**src/psc_pkg.sv**
```systemverilog
// psc_pkg: shared types and constants for the packet sequence checker
// with ring admission; no dependencies
package psc_pkg;

   localparam int unsigned RING_W     = 30;
   localparam int unsigned OFFSET_W   = 29;
   localparam int unsigned CNT_W      = 64;
   localparam int unsigned CSR_IDX_W  = 2;
   localparam int unsigned CSR_DATA_W = 32;

   localparam logic [RING_W-1:0] RING_BYTES = 30'h2000_0000;

   localparam logic [15:0] RESET_DGRAM_LEN   = 16'd8230;
   localparam logic [31:0] RESET_PAYLOAD_LEN = 32'd8192;
   localparam logic [29:0] RESET_CHUNK_LIMIT = 30'd1048576;

   localparam logic CMD_PACKET = 1'b0;
   localparam logic CMD_DRAIN  = 1'b1;

   localparam logic [CSR_IDX_W-1:0] CSR_DGRAM_LEN   = 2'd0;
   localparam logic [CSR_IDX_W-1:0] CSR_PAYLOAD_LEN = 2'd1;
   localparam logic [CSR_IDX_W-1:0] CSR_CHUNK_LIMIT = 2'd2;

   typedef enum logic [1:0] {
      ST_STORED     = 2'd0,
      ST_BAD_LEN    = 2'd1,
      ST_RING_FULL  = 2'd2,
      ST_DRAIN_DONE = 2'd3
   } status_type;

   typedef struct packed {
      logic        cmd;
      logic [15:0] datagram_len;
      logic [63:0] seq_number;
      logic [31:0] header_payload_len;
      logic [29:0] drain_request;
   } req_type;

   typedef struct packed {
      status_type                 status;
      logic                       payload_len_bad;
      logic                       gap_seen;
      logic signed [63:0]         gap_delta;
      logic [OFFSET_W-1:0]        ring_offset;
      logic [RING_W-1:0]          first_part_len;
      logic [RING_W-1:0]          backlog;
      logic [CNT_W-1:0]           stored_packets;
      logic [CNT_W-1:0]           gap_events;
      logic [CNT_W-1:0]           missed_packets;
      logic [CNT_W-1:0]           ring_full_drops;
      logic [CNT_W-1:0]           bad_len_events;
   } rsp_type;

   typedef struct packed {
      logic [15:0] expected_datagram_len;
      logic [31:0] expected_payload_len;
      logic [29:0] drain_chunk_limit;
   } cfg_type;

   typedef struct packed {
      logic               len_ok;
      logic               payload_len_bad;
      logic               gap_seen;
      logic signed [63:0] gap_delta;
      logic [CNT_W-1:0]   gap_events;
      logic [CNT_W-1:0]   missed_packets;
      logic [CNT_W-1:0]   bad_len_events;
   } seq_result_type;

   typedef struct packed {
      status_type          status;
      logic [OFFSET_W-1:0] ring_offset;
      logic [RING_W-1:0]   first_part_len;
      logic [RING_W-1:0]   backlog;
      logic [CNT_W-1:0]    stored_packets;
      logic [CNT_W-1:0]    ring_full_drops;
   } ring_result_type;

endpackage

```
**src/psc_if.sv**
```systemverilog
// psc_if: valid/ready channel interfaces for request and response transactions
// depends on psc_pkg
interface psc_req_if;
   logic             valid;
   logic             ready;
   psc_pkg::req_type data;

   modport source (output valid, output data, input ready);
   modport sink   (input valid, input data, output ready);
endinterface

interface psc_rsp_if;
   logic             valid;
   logic             ready;
   psc_pkg::rsp_type data;

   modport source (output valid, output data, input ready);
   modport sink   (input valid, input data, output ready);
endinterface

```
**src/psc_seq_check.sv**
```systemverilog
// psc_seq_check: datagram and payload length checks, sequence tracking and
// the gap, missed and bad-length counters; depends on psc_pkg
module psc_seq_check (
   input  logic                    clock,
   input  logic                    reset,
   input  logic                    advance,
   input  psc_pkg::req_type        item,
   input  psc_pkg::cfg_type        cfg,
   output psc_pkg::seq_result_type result
);

   logic                           have_first_ff, have_first_in;
   logic [63:0]                    expected_seq_ff, expected_seq_in;
   logic [psc_pkg::CNT_W-1:0]      gap_count_ff, gap_count_in;
   logic [psc_pkg::CNT_W-1:0]      missed_count_ff, missed_count_in;
   logic [psc_pkg::CNT_W-1:0]      bad_len_count_ff, bad_len_count_in;
   logic                           is_packet;
   logic                           len_ok;
   logic                           good;
   logic                           gap;
   logic                           plen_bad;
   logic [63:0]                    delta;

   always_comb begin
      is_packet = (item.cmd == psc_pkg::CMD_PACKET);
      len_ok    = (item.datagram_len == cfg.expected_datagram_len);
      good      = is_packet && len_ok;
      gap       = good && have_first_ff && (item.seq_number != expected_seq_ff);
      delta     = gap ? (item.seq_number - expected_seq_ff) : 64'd0;
      plen_bad  = good && (item.header_payload_len != cfg.expected_payload_len);

      // a good packet always leaves the expected sequence one past its own
      have_first_in    = have_first_ff || good;
      expected_seq_in  = good ? (item.seq_number + 64'd1) : expected_seq_ff;
      gap_count_in     = gap_count_ff + {63'd0, gap};
      missed_count_in  = (gap && !delta[63]) ? (missed_count_ff + delta) : missed_count_ff;
      bad_len_count_in = bad_len_count_ff + {63'd0, (is_packet && !len_ok) || plen_bad};
   end

   always_comb begin
      result.len_ok          = len_ok;
      result.payload_len_bad = plen_bad;
      result.gap_seen        = gap;
      result.gap_delta       = delta;
      result.gap_events      = gap_count_in;
      result.missed_packets  = missed_count_in;
      result.bad_len_events  = bad_len_count_in;
   end

   always_ff @(posedge clock) begin
      if (reset) begin
         have_first_ff    <= 1'b0;
         expected_seq_ff  <= '0;
         gap_count_ff     <= '0;
         missed_count_ff  <= '0;
         bad_len_count_ff <= '0;
      end else if (advance) begin
         have_first_ff    <= have_first_in;
         expected_seq_ff  <= expected_seq_in;
         gap_count_ff     <= gap_count_in;
         missed_count_ff  <= missed_count_in;
         bad_len_count_ff <= bad_len_count_in;
      end
   end

endmodule

```
**src/psc_ring.sv**
```systemverilog
// psc_ring: ring admission for packets and grant clamping for drains,
// with head/tail offsets, backlog and stored/full-drop counters; depends on psc_pkg
module psc_ring (
   input  logic                     clock,
   input  logic                     reset,
   input  logic                     advance,
   input  psc_pkg::req_type         item,
   input  logic                     len_ok,
   input  logic [29:0]              chunk_limit,
   output psc_pkg::ring_result_type result
);

   localparam int unsigned RW = psc_pkg::RING_W;
   localparam int unsigned OW = psc_pkg::OFFSET_W;

   logic [OW-1:0]             head_off_ff, head_off_in;
   logic [OW-1:0]             tail_off_ff, tail_off_in;
   logic [RW-1:0]             backlog_ff, backlog_in;
   logic [psc_pkg::CNT_W-1:0] stored_count_ff, stored_count_in;
   logic [psc_pkg::CNT_W-1:0] full_drop_count_ff, full_drop_count_in;

   logic          drain;
   logic [RW-1:0] len;
   logic [RW-1:0] room;
   logic [RW-1:0] head_to_wrap;
   logic [RW-1:0] tail_to_wrap;
   logic          admit;
   logic [RW-1:0] part;
   logic [RW-1:0] grant_a;
   logic [RW-1:0] grant_b;
   logic [RW-1:0] grant_c;
   logic [RW-1:0] grant;
   logic [RW-1:0] head_sum;
   logic [RW-1:0] tail_sum;

   always_comb begin
      drain        = (item.cmd == psc_pkg::CMD_DRAIN);
      len          = {{(RW-16){1'b0}}, item.datagram_len};
      room         = psc_pkg::RING_BYTES - backlog_ff;
      head_to_wrap = psc_pkg::RING_BYTES - {1'b0, head_off_ff};
      tail_to_wrap = psc_pkg::RING_BYTES - {1'b0, tail_off_ff};
      admit        = !drain && len_ok && (len <= room);
      part         = (len < head_to_wrap) ? len : head_to_wrap;

      grant_a = (backlog_ff < chunk_limit) ? backlog_ff : chunk_limit;
      grant_b = (grant_a < tail_to_wrap) ? grant_a : tail_to_wrap;
      grant_c = (grant_b < item.drain_request) ? grant_b : item.drain_request;
      grant   = drain ? grant_c : '0;

      head_sum = {1'b0, head_off_ff} + len;
      tail_sum = {1'b0, tail_off_ff} + grant;

      head_off_in        = admit ? head_sum[OW-1:0] : head_off_ff;
      tail_off_in        = tail_sum[OW-1:0];
      backlog_in         = admit ? (backlog_ff + len) : (backlog_ff - grant);
      stored_count_in    = stored_count_ff + {63'd0, admit};
      full_drop_count_in = full_drop_count_ff + {63'd0, !drain && len_ok && !admit};
   end

   always_comb begin
      result.backlog         = backlog_in;
      result.stored_packets  = stored_count_in;
      result.ring_full_drops = full_drop_count_in;
      result.ring_offset     = '0;
      result.first_part_len  = '0;
      if (drain) begin
         result.status         = psc_pkg::ST_DRAIN_DONE;
         result.ring_offset    = tail_off_ff;
         result.first_part_len = grant;
      end else if (!len_ok) begin
         result.status = psc_pkg::ST_BAD_LEN;
      end else if (!admit) begin
         result.status = psc_pkg::ST_RING_FULL;
      end else begin
         result.status         = psc_pkg::ST_STORED;
         result.ring_offset    = head_off_ff;
         result.first_part_len = part;
      end
   end

   always_ff @(posedge clock) begin
      if (reset) begin
         head_off_ff        <= '0;
         tail_off_ff        <= '0;
         backlog_ff         <= '0;
         stored_count_ff    <= '0;
         full_drop_count_ff <= '0;
      end else if (advance) begin
         head_off_ff        <= head_off_in;
         tail_off_ff        <= tail_off_in;
         backlog_ff         <= backlog_in;
         stored_count_ff    <= stored_count_in;
         full_drop_count_ff <= full_drop_count_in;
      end
   end

endmodule

```
**src/packet_sequence_checker_ring_admit.sv**
```systemverilog
// packet_sequence_checker_ring_admit: top level with input register, csr
// registers and result register; depends on psc_pkg, psc_if, psc_seq_check, psc_ring
//
//   channel   direction  handshake           payload
//   req_chan  in         valid/ready         cmd, lengths, sequence, drain request
//   rsp_chan  out        valid/ready         status, gap info, ring offsets, counters
//   csr_*     in         csr_we, no ready    index 0..2, 32-bit write data
//
// one transaction per cycle sustained while rsp is not stalled
// the input register and the result register form a two-stage pipeline,
// checks and ring update done in one pass between them
// reset is synchronous, clears control state and counters and loads csr defaults
// a stalled rsp holds the result and backs up through the input register
module packet_sequence_checker_ring_admit (
   input  logic                              clock,
   input  logic                              reset,
   psc_req_if.sink                           req_chan,
   psc_rsp_if.source                         rsp_chan,
   input  logic                              csr_we,
   input  logic [psc_pkg::CSR_IDX_W-1:0]     csr_index,
   input  logic [psc_pkg::CSR_DATA_W-1:0]    csr_wdata
);

   psc_pkg::cfg_type         cfg_ff, cfg_in;
   logic                     a_valid_ff, a_valid_in;
   psc_pkg::req_type         a_item_ff, a_item_in;
   logic                     rsp_valid_ff, rsp_valid_in;
   psc_pkg::rsp_type         rsp_data_ff, rsp_data_in;
   logic                     accept;
   logic                     advance;
   psc_pkg::seq_result_type  seq_res;
   psc_pkg::ring_result_type ring_res;

   psc_seq_check u_seq_check (
      .clock   (clock),
      .reset   (reset),
      .advance (advance),
      .item    (a_item_ff),
      .cfg     (cfg_ff),
      .result  (seq_res)
   );

   psc_ring u_ring (
      .clock       (clock),
      .reset       (reset),
      .advance     (advance),
      .item        (a_item_ff),
      .len_ok      (seq_res.len_ok),
      .chunk_limit (cfg_ff.drain_chunk_limit),
      .result      (ring_res)
   );

   always_comb begin
      advance        = a_valid_ff && (!rsp_valid_ff || rsp_chan.ready);
      req_chan.ready = !a_valid_ff || advance;
      accept         = req_chan.valid && req_chan.ready;

      a_valid_in   = accept ? 1'b1 : (advance ? 1'b0 : a_valid_ff);
      a_item_in    = accept ? req_chan.data : a_item_ff;
      rsp_valid_in = advance ? 1'b1 : (rsp_chan.ready ? 1'b0 : rsp_valid_ff);

      rsp_data_in                 = rsp_data_ff;
      if (advance) begin
         rsp_data_in.status          = ring_res.status;
         rsp_data_in.payload_len_bad = seq_res.payload_len_bad;
         rsp_data_in.gap_seen        = seq_res.gap_seen;
         rsp_data_in.gap_delta       = seq_res.gap_delta;
         rsp_data_in.ring_offset     = ring_res.ring_offset;
         rsp_data_in.first_part_len  = ring_res.first_part_len;
         rsp_data_in.backlog         = ring_res.backlog;
         rsp_data_in.stored_packets  = ring_res.stored_packets;
         rsp_data_in.gap_events      = seq_res.gap_events;
         rsp_data_in.missed_packets  = seq_res.missed_packets;
         rsp_data_in.ring_full_drops = ring_res.ring_full_drops;
         rsp_data_in.bad_len_events  = seq_res.bad_len_events;
      end

      rsp_chan.valid = rsp_valid_ff;
      rsp_chan.data  = rsp_data_ff;
   end

   always_comb begin
      cfg_in = cfg_ff;
      if (csr_we) begin
         case (csr_index)
            psc_pkg::CSR_DGRAM_LEN:   cfg_in.expected_datagram_len = csr_wdata[15:0];
            psc_pkg::CSR_PAYLOAD_LEN: cfg_in.expected_payload_len  = csr_wdata[31:0];
            psc_pkg::CSR_CHUNK_LIMIT: cfg_in.drain_chunk_limit     = csr_wdata[29:0];
            default:                  cfg_in = cfg_ff;
         endcase
      end
   end

   always_ff @(posedge clock) begin
      if (reset) begin
         cfg_ff.expected_datagram_len <= psc_pkg::RESET_DGRAM_LEN;
         cfg_ff.expected_payload_len  <= psc_pkg::RESET_PAYLOAD_LEN;
         cfg_ff.drain_chunk_limit     <= psc_pkg::RESET_CHUNK_LIMIT;
         a_valid_ff                   <= 1'b0;
         rsp_valid_ff                 <= 1'b0;
      end else begin
         cfg_ff       <= cfg_in;
         a_valid_ff   <= a_valid_in;
         rsp_valid_ff <= rsp_valid_in;
      end
   end

   always_ff @(posedge clock) begin
      a_item_ff   <= a_item_in;
      rsp_data_ff <= rsp_data_in;
   end

   assert property (@(posedge clock) disable iff (reset)
      a_valid_ff && !advance |=> a_valid_ff)
      else $error("input register lost a transaction while stalled");

   assert property (@(posedge clock) disable iff (reset)
      rsp_valid_ff |-> rsp_data_ff.backlog <= psc_pkg::RING_BYTES)
      else $error("backlog exceeds ring size");

   assert property (@(posedge clock) disable iff (reset)
      rsp_valid_ff && rsp_data_ff.status == psc_pkg::ST_DRAIN_DONE
      |-> !rsp_data_ff.gap_seen && !rsp_data_ff.payload_len_bad
          && rsp_data_ff.gap_delta == 64'sd0)
      else $error("drain transaction carries packet check flags");

   assert property (@(posedge clock) disable iff (reset)
      rsp_valid_ff && rsp_data_ff.status == psc_pkg::ST_BAD_LEN
      |-> rsp_data_ff.ring_offset == '0 && rsp_data_ff.first_part_len == '0
          && !rsp_data_ff.gap_seen)
      else $error("bad length drop carries ring or gap data");

   assert property (@(posedge clock) disable iff (reset)
      advance |-> (seq_res.gap_seen || seq_res.gap_delta == 64'sd0))
      else $error("gap delta without gap flag");

endmodule

```
**src/flat_wrapper.sv**
```systemverilog
// flat-port wrapper written by rule: the top's interface ports become plain ports
module packet_sequence_checker_ring_admit_flat 
  (clock, reset, csr_we, csr_index, csr_wdata, req_chan_valid, req_chan_data, req_chan_ready, rsp_chan_valid, rsp_chan_data, rsp_chan_ready);
  psc_req_if req_chan_i ();
  psc_rsp_if rsp_chan_i ();
  input  logic clock;
  input  logic reset;
  input  logic csr_we;
  input  logic [psc_pkg::CSR_IDX_W-1:0] csr_index;
  input  logic [psc_pkg::CSR_DATA_W-1:0] csr_wdata;
  input wire logic [$bits(req_chan_i.valid)-1:0] req_chan_valid;
  input wire logic [$bits(req_chan_i.data)-1:0] req_chan_data;
  output wire logic [$bits(req_chan_i.ready)-1:0] req_chan_ready;
  output wire logic [$bits(rsp_chan_i.valid)-1:0] rsp_chan_valid;
  output wire logic [$bits(rsp_chan_i.data)-1:0] rsp_chan_data;
  input wire logic [$bits(rsp_chan_i.ready)-1:0] rsp_chan_ready;
  assign req_chan_i.valid = req_chan_valid;
  assign req_chan_i.data = req_chan_data;
  assign req_chan_ready = req_chan_i.ready;
  assign rsp_chan_valid = rsp_chan_i.valid;
  assign rsp_chan_data = rsp_chan_i.data;
  assign rsp_chan_i.ready = rsp_chan_ready;
  packet_sequence_checker_ring_admit u_core (.clock(clock), .reset(reset), .req_chan(req_chan_i), .rsp_chan(rsp_chan_i), .csr_we(csr_we), .csr_index(csr_index), .csr_wdata(csr_wdata));
endmodule
```
**config.mk**
```make
export PLATFORM = sky130hd
export DESIGN_NAME = packet_sequence_checker_ring_admit_flat
export DESIGN_NICKNAME = d
export VERILOG_FILES = /design/src/psc_pkg.sv /design/src/psc_if.sv /design/src/psc_seq_check.sv /design/src/psc_ring.sv /design/src/packet_sequence_checker_ring_admit.sv /design/src/flat_wrapper.sv
export SDC_FILE = /design/constraint.sdc
export NUM_CORES = 2
export LEC_CHECK = 0
export BUFFER_PORTS_ARGS = -buffer_cell sky130_fd_sc_hd__buf_2
export CORE_MARGIN = 2
export CORE_UTILIZATION = 45
export DETAILED_ROUTE_END_ITERATION = 10
export PLACE_DENSITY = 0.64
export SYNTH_ARGS = -nofsm -noshare
export SYNTH_HDL_FRONTEND = slang
export SYNTH_SLANG_ARGS = --single-unit
export TNS_END_PERCENT = 5
```
**constraint.sdc**
```tcl
create_clock -name clock -period 15.9 [get_ports clock]
set_input_delay 2.385 -clock clock [delete_from_list [all_inputs] [get_ports clock]]
set_output_delay 2.385 -clock clock [all_outputs]
set_load 0.03 [all_outputs]
```
## Word level (Yosys, flattened, before mapping)

Index checks and enable logic that the tools add are counted.

| cells by class | value |
|---|---|
| reductions and logical operators | 30 |
| $add $sub $neg | 14 |
| equal/unequal tests | 5 |
| $lt $le $gt $ge | 5 |
| multiplexer cells | 17 |
| bitwise gates (word level) | 2 |

Operators with widths:

| operator | count |
|---|---|
| 64-bit by 1-bit adder with 64-bit output | 4 |
| 30-bit 2-to-1 mux | 6 |
| 59-bit 2-to-1 mux | 3 |
| 64-bit 2-to-1 mux | 2 |
| 30-bit less-than comparator | 3 |
| 64-bit by 1-bit adder with 64-bit output, second input constant | 1 |
| 64-bit adder | 1 |
| 64-bit != test | 1 |
| 64-bit subtractor | 1 |
| 30-bit by 29-bit subtractor with 30-bit output, first input constant | 2 |
| 32-bit != test | 1 |
| 30-bit by 16-bit adder with 30-bit output | 1 |
| 16-bit by 30-bit less-or-equal comparator with 1-bit output | 1 |
| 16-bit by 30-bit less-than comparator with 1-bit output | 1 |
| 30-bit subtractor | 1 |
| 30-bit subtractor, first input constant | 1 |
| 29-bit by 16-bit adder with 29-bit output | 1 |
| 29-bit adder | 1 |
| 16-bit equality test | 1 |
| 1-bit logical AND | 11 |
| 2-bit AND reduction | 5 |
| 1-bit zero test | 6 |
| 1-bit logical OR | 4 |
| 1-bit 2-to-1 mux | 4 |
| 7 further kinds | 10 |

| word-level totals | value |
|---|---|
| input bits | 182 |
| output and inout bits | 479 |
| word-level logic and storage cells | 106 |
| flip-flop bits (word level) | 1,173 |

## Longest topological paths before layout

| logic depth | value |
|---|---|
| depth in word-level cells | 9 |
| mapped depth | 62 |
| mapped depth without buffers | 53 |

## Hierarchy

From an unflattened synthesis, not the netlist that was laid out.

| unflattened totals | value |
|---|---|
| cells, all modules | 6,733 |
| area total of the unflattened synthesis | 64,805.9 µm² |

By module, submodules not included:

| module | cells each | instances | area an instance (µm²) | sequential area each (µm²) |
|---|---|---|---|---|
| psc_seq_check | 3,033 | 1 | 22,058.7 | 5,144.9 |
| packet_sequence_checker_ring_admit | 927 | 1 | 21,883.5 | 20,219.4 |
| psc_ring | 2,773 | 1 | 20,863.8 | 4,324.1 |

## Worst setup path before layout

Ideal clock, no wire load.

| timing | value |
|---|---|
| kind | input to register |
| from | input rsp_chan_ready |
| to | register u_core.u_ring.tail_off_ff[12] |
| slack | -1.507 ns |
| path buffers | 3 |
| cell stages on the path | 7 |
| setup time | 0.752 ns |
| data arrival time | 16.655 ns |
| data required time | 15.148 ns |
| cell sequence | nor2b_1 > nand2b_1 > clkinv_1 > clkbuf_1 > clkbuf_1 > buf_1 > a211oi_1 |

| on the way | value |
|---|---|
| cells in the longest elaborated chain, start to end | 2 |

RTL lines:

| item | RTL line | RTL |
|---|---|---|
| from (decl) | flat_wrapper.sv:16 | `input wire logic [$bits(rsp_chan_i.ready)-1:0] rsp_chan_ready;` |
| 1-bit logical OR | packet_sequence_checker_ring_admit.sv:54 | `advance = a_valid_ff && (!rsp_valid_ff \|\| rsp_chan.ready);` |
| 1-bit logical AND | packet_sequence_checker_ring_admit.sv:54 |  |
| via u_core.advance | packet_sequence_checker_ring_admit.sv:30 | `logic advance;` |
| to (signal assigned) | psc_ring.sv:90 | `tail_off_ff <= tail_off_in;` |
| to (decl) | psc_ring.sv:17 | `logic [OW-1:0] tail_off_ff, tail_off_in;` |

The timed path passes the listed nets, and every way through them passes these cells.
A chain may end at the register's enable or synchronous reset.

## Worst setup path in the final report

| timing | value |
|---|---|
| from | register u_core.u_ring.backlog_ff[9] |
| to | register u_core.u_ring.backlog_ff[29] |

| on the way | value |
|---|---|
| cells in the longest elaborated chain, start to end | 9 |
| elaborated cells between the ends (all ways) | 13 |
| those cells by class | add/sub (3); order compare (4); mux (5); reduce/logical (1) |

RTL lines:

| item | RTL line | RTL |
|---|---|---|
| from (decl) | psc_ring.sv:18 | `logic [RW-1:0] backlog_ff, backlog_in;` |
| from (signal assigned) | psc_ring.sv:91 | `backlog_ff <= backlog_in;` |
| 30-bit less-than comparator | psc_ring.sv:45 | `grant_a = (backlog_ff < chunk_limit) ? backlog_ff : chunk_limit;` |
| 30-bit 2-to-1 mux | psc_ring.sv:45 |  |
| 30-bit less-than comparator | psc_ring.sv:46 | `grant_b = (grant_a < tail_to_wrap) ? grant_a : tail_to_wrap;` |
| 30-bit 2-to-1 mux | psc_ring.sv:46 |  |
| 30-bit less-than comparator | psc_ring.sv:47 | `grant_c = (grant_b < item.drain_request) ? grant_b : item.drain_request;` |
| 30-bit 2-to-1 mux | psc_ring.sv:47 |  |
| 30-bit 2-to-1 mux | psc_ring.sv:48 | `grant = drain ? grant_c : '0;` |
| 30-bit subtractor | psc_ring.sv:55 | `backlog_in = admit ? (backlog_ff + len) : (backlog_ff - grant);` |
| 30-bit 2-to-1 mux (*) | psc_ring.sv:55 |  |

Mark *: on every way between the ends. The rest lies on a longest branch, timed or not.

==> impl_metrics.py <==
metrics = {
    "routing": {
        "final_antenna_net_count": 0,
        "drt-initial-drc-count": 4687,
        "avgRoutedWirePerCell_um": 20.4,
        "vias_per_cell": 5.50,
        "wl_mm": 187,
        "drc": 0,
        "drtPass1Iterations": 6,
        "vias": 50400,
    },
    "cells_and_area": {
        "finalInstanceArea_um2": 72300,
        "layout-drive-gt1-share_pct": 13.7,
        "areaGrowthSynthToFinish_pct": 15.1,
        "largest_register_ff_count": 477,
        "num-nets-final": 7701,
        "seqCellArea_um2": 29700,
        "fillers": 12700,
        "multi_input_area_um2": 31200,
    },
    "worst_hold_path": {
        "hp-class": "register to register",
        "min_from": "u_core.u_ring.full_drop_count_ff[0]$_SDFFE_PP0P_",
        "holdPathStages": 2,
        "min_to": "u_core.u_ring.full_drop_count_ff[0]$_SDFFE_PP0P_",
    },
    "clock_network": {
        "post_cts_buffers": 0,
        "cts-root-buf": "clkbuf_16",
        "cts_sinks": 1173,
        "hold_buffers": 0,
        "cts_buffers": 132,
        "clk_pin_slew_ns": 0.06,
        "clk_path_buf_depth": 3,
        "cts.repair.resized": 0,
        "htreeDepth": 4,
        "tritoncts": "built",
        "worstSkewPairLatency_ns": 0.78,
    },
    "placement": {
        "globalplace.congestion": 0.935,
        "dp_hpwl_mm": 140,
        "port_buffers": 660,
        "placed_area_um2": 68000,
    },
    "yosys": {
        "syn_area_um2": 62900,
        "synth_enable_flop_cells": 620,
        "synth_warnings": 0,
        "ys.flop_type": "edfxtp_1",
        "yosys_register_bits": 1173,
        "async_reset_ff_share_pct": 0,
        "yosysSeqAreaShare_pct": 47.2,
        "ys_types": 89,
        "synth_nets": 7122,
        "avgSynthCellArea_um2": 9.52,
        "synthCells": 6604,
    },
    "critical_path": {
        "crit_path_end_kind": "register",
        "crit_path_max_incr_delay_ns": 0.96,
        "reg2reg_from": "u_core.u_ring.backlog_ff[9]$_SDFFE_PP0P_",
        "cp.arrival_ns": 15.44,
        "reg2reg_slack_ns": 1.12,
        "path_common_cell": "ha_1",
        "crit_path_start_kind": "register",
        "worst_path_max_delay_cell": "o31ai_4",
        "r2r-end": "u_core.u_ring.backlog_ff[29]$_SDFFE_PP0P_",
        "startpoint": "u_core.u_ring.backlog_ff[9]$_SDFFE_PP0P_",
        "critPathKind": "register to register",
        "worstPathRequired_ns": 16.56,
        "reg2regPathDepth": 46,
        "crit_fanout": 33,
    },
    "power": {
        "power_frac_seq_pct": 32.0,
        "p_int_uw": 6970,
        "switchingPower_uw": 4460,
        "p_leak_uw": 0.0288,
        "switching_share_pct": 39.0,
        "p_comb_share_pct": 40.9,
        "powerDensity_nw_per_um2": 158,
        "finalPower_uw": 11400,
        "clkPwrFrac_pct": 27.0,
        "vdd.ir_drop.worst_mv": 0.132,
    },
    "global_route": {
        "grt_usage_pct": 25.4,
        "grt_pass1_wl_mm": 279,
        "overflow": 0,
        "grt_max_degree": 167,
        "antenna_found_initial": 6,
        "grt_pass1_vias": 46500,
    },
    "timing": {
        "period_needed_ns": 14.78,
        "finalMaxSlewViolations": 0,
        "setup_viol": 0,
        "finalSetupTns_ns": 0,
        "fin_worst_skew_ns": 0.0531,
        "whs_ns": 0.464,
        "finalHoldViolations": 0,
        "relSlewSlack_pct": 24.5,
        "fmax_mhz": 67.7,
        "fin_crit_sh_pct": 92.9,
        "rsz0062_at_grt": "false",
        "tightest_slew_ns": 1.13,
    },
    "die": {
        "ioPinCount": 661,
        "rows": 137,
        "die_w_um": 378,
        "core_um2": 139000,
        "start_util_pct": 45.2,
        "die_area_um2": 143000,
        "die_h_um": 378,
    },
    "status": {
        "status": "finished clean",
    },
    "flow_run": {
        "drv_cap": 0,
    },
}
==> worst max-delay path: cells and delay by family (launching register included) <==
family	cells	cell delay [ns]
AND/OR/NAND/NOR	10	1.97
AO/OA/AOI/OAI	24	8.44
XOR/XNOR	1	0.20
multiplexers	3	0.95
adder cells (fa/ha/maj)	5	1.57
flip-flops	1	0.51
buffers and inverters	3	0.91
==> per-layer routing <==
| layer | up-vias | global-route usage [%] | wire [um] | share of wire, % |
|---|---|---|---|---|
| li1 | 24500 | - | - | - |
| met5 | - | 0 | 0 | 0 |
| met1 | 23900 | 36.8 | 86600 | 46 |
| met3 | 266 | 4.42 | 13700 | 7.3 |
| met2 | 1680 | 38.3 | 81000 | 43 |
| met4 | 0 | 8.35 | 5720 | 3.1 |
==> power groups by stage <==
stage,Clock [uW],Sequential [uW],Combinational [uW]
6_report,3090,3660,4680
5_1_grt,3280,3680,5090
4_1_cts,3160,3660,4630
3_5_place_dp,0,3720,4580
3_3_place_gp,0,3720,4610
2_1_floorplan,0,3910,3060
==> cell families (layout without fill, tap and decap cells) <==
| family | Yosys count | in the layout | synth area share [%] |
|---|---|---|---|
| simple gates | 2399 | 2399 | 17.6 |
| compound gates | 1300 | 1300 | 12.9 |
| flops | 1173 | 1173 | 47.2 |
| xor+xnor | 769 | 769 | 10.7 |
| buf+inv | 531 | 1221 | 3.22 |
| fa+ha+maj | 336 | 336 | 6.75 |
| mux | 96 | 96 | 1.62 |
| other cells | 0 | 1 | 0 |
==> synthesized netlist by cell type (139+ instances only) <==
master | count | share of area, %
or3_1 | 139 | 1.4
a21o_1 | 149 | 1.8
nor2_1 | 670 | 4.0
o21ai_0 | 264 | 2.1
xnor2_1 | 328 | 4.6
ha_1 | 331 | 6.6
dfxtp_1 | 553 | 18
nand3_1 | 205 | 1.6
a21oi_1 | 492 | 3.9
xor2_1 | 440 | 6.1
nand2_1 | 811 | 4.8
inv_1 | 264 | 1.6
clkbuf_1 | 235 | 1.4
edfxtp_1 | 620 | 30
==> placed cells by master, fill, tap and decap left out, drive strengths merged, types with 25 or more instances in the layout <==
cell and instances:
mux2i 56, buf 710, xnor2 328, a21oi 492, a311oi 28, a22o 28
nor4 53, edfxtp 620, and2 37, o21bai 30, dfxtp 553, inv 276
a211oi 84, nand2 812, clkbuf 186, o21ai 267, and3 101, xor2 440
clkinv 33, ha 331, nand2b 39, nor2 670, nor2b 34, nand4 100
or3 140, nor3 118, nand3 205, mux2 40, o21a 41, or2 25
a31oi 34, a21o 149
==> per-stage QoR <==
stage / utilization [%] / worst slack, ns / std cells
2_1_floorplan: - / 0.00217 / 6604
3_3_place_gp: 48.9 / 1.53 / 8925
3_5_place_dp: 48.9 / 1.38 / 8925
4_1_cts: 52.0 / 1.34 / 9170
5_1_grt: 52.0 / 0.190 / 9170
6_report: 52.0 / 1.12 / 9171
==> cell type report <==
class                   count  area share (%)
diodes                      1         0.00346
clock buffers             186            5.06
clock inverters            59           0.975
inverters                 266            1.39
multi-input cells        4900            43.2
flip-flops and latches   1173            41.0
well taps                1876            3.24
repair buffers            710            5.12
==> worst max-delay path by stage <==
| stage | to | depth (start not counted) |
|---|---|---|
| finish | u_core.u_ring.backlog_ff[29]$_SDFFE_PP0P_ | 46 |
| global route | u_core.u_ring.backlog_ff[29]$_SDFFE_PP0P_ | 47 |
| CTS | u_core.u_ring.backlog_ff[29]$_SDFFE_PP0P_ | 46 |
| detailed placement | u_core.u_ring.backlog_ff[29]$_SDFFE_PP0P_ | 46 |
| global placement | u_core.u_ring.backlog_ff[29]$_SDFFE_PP0P_ | 48 |
| floorplan | u_core.u_ring.tail_off_ff[12]$_SDFFE_PP0P_ | 7 |
(Power assumes the default switching activity.)
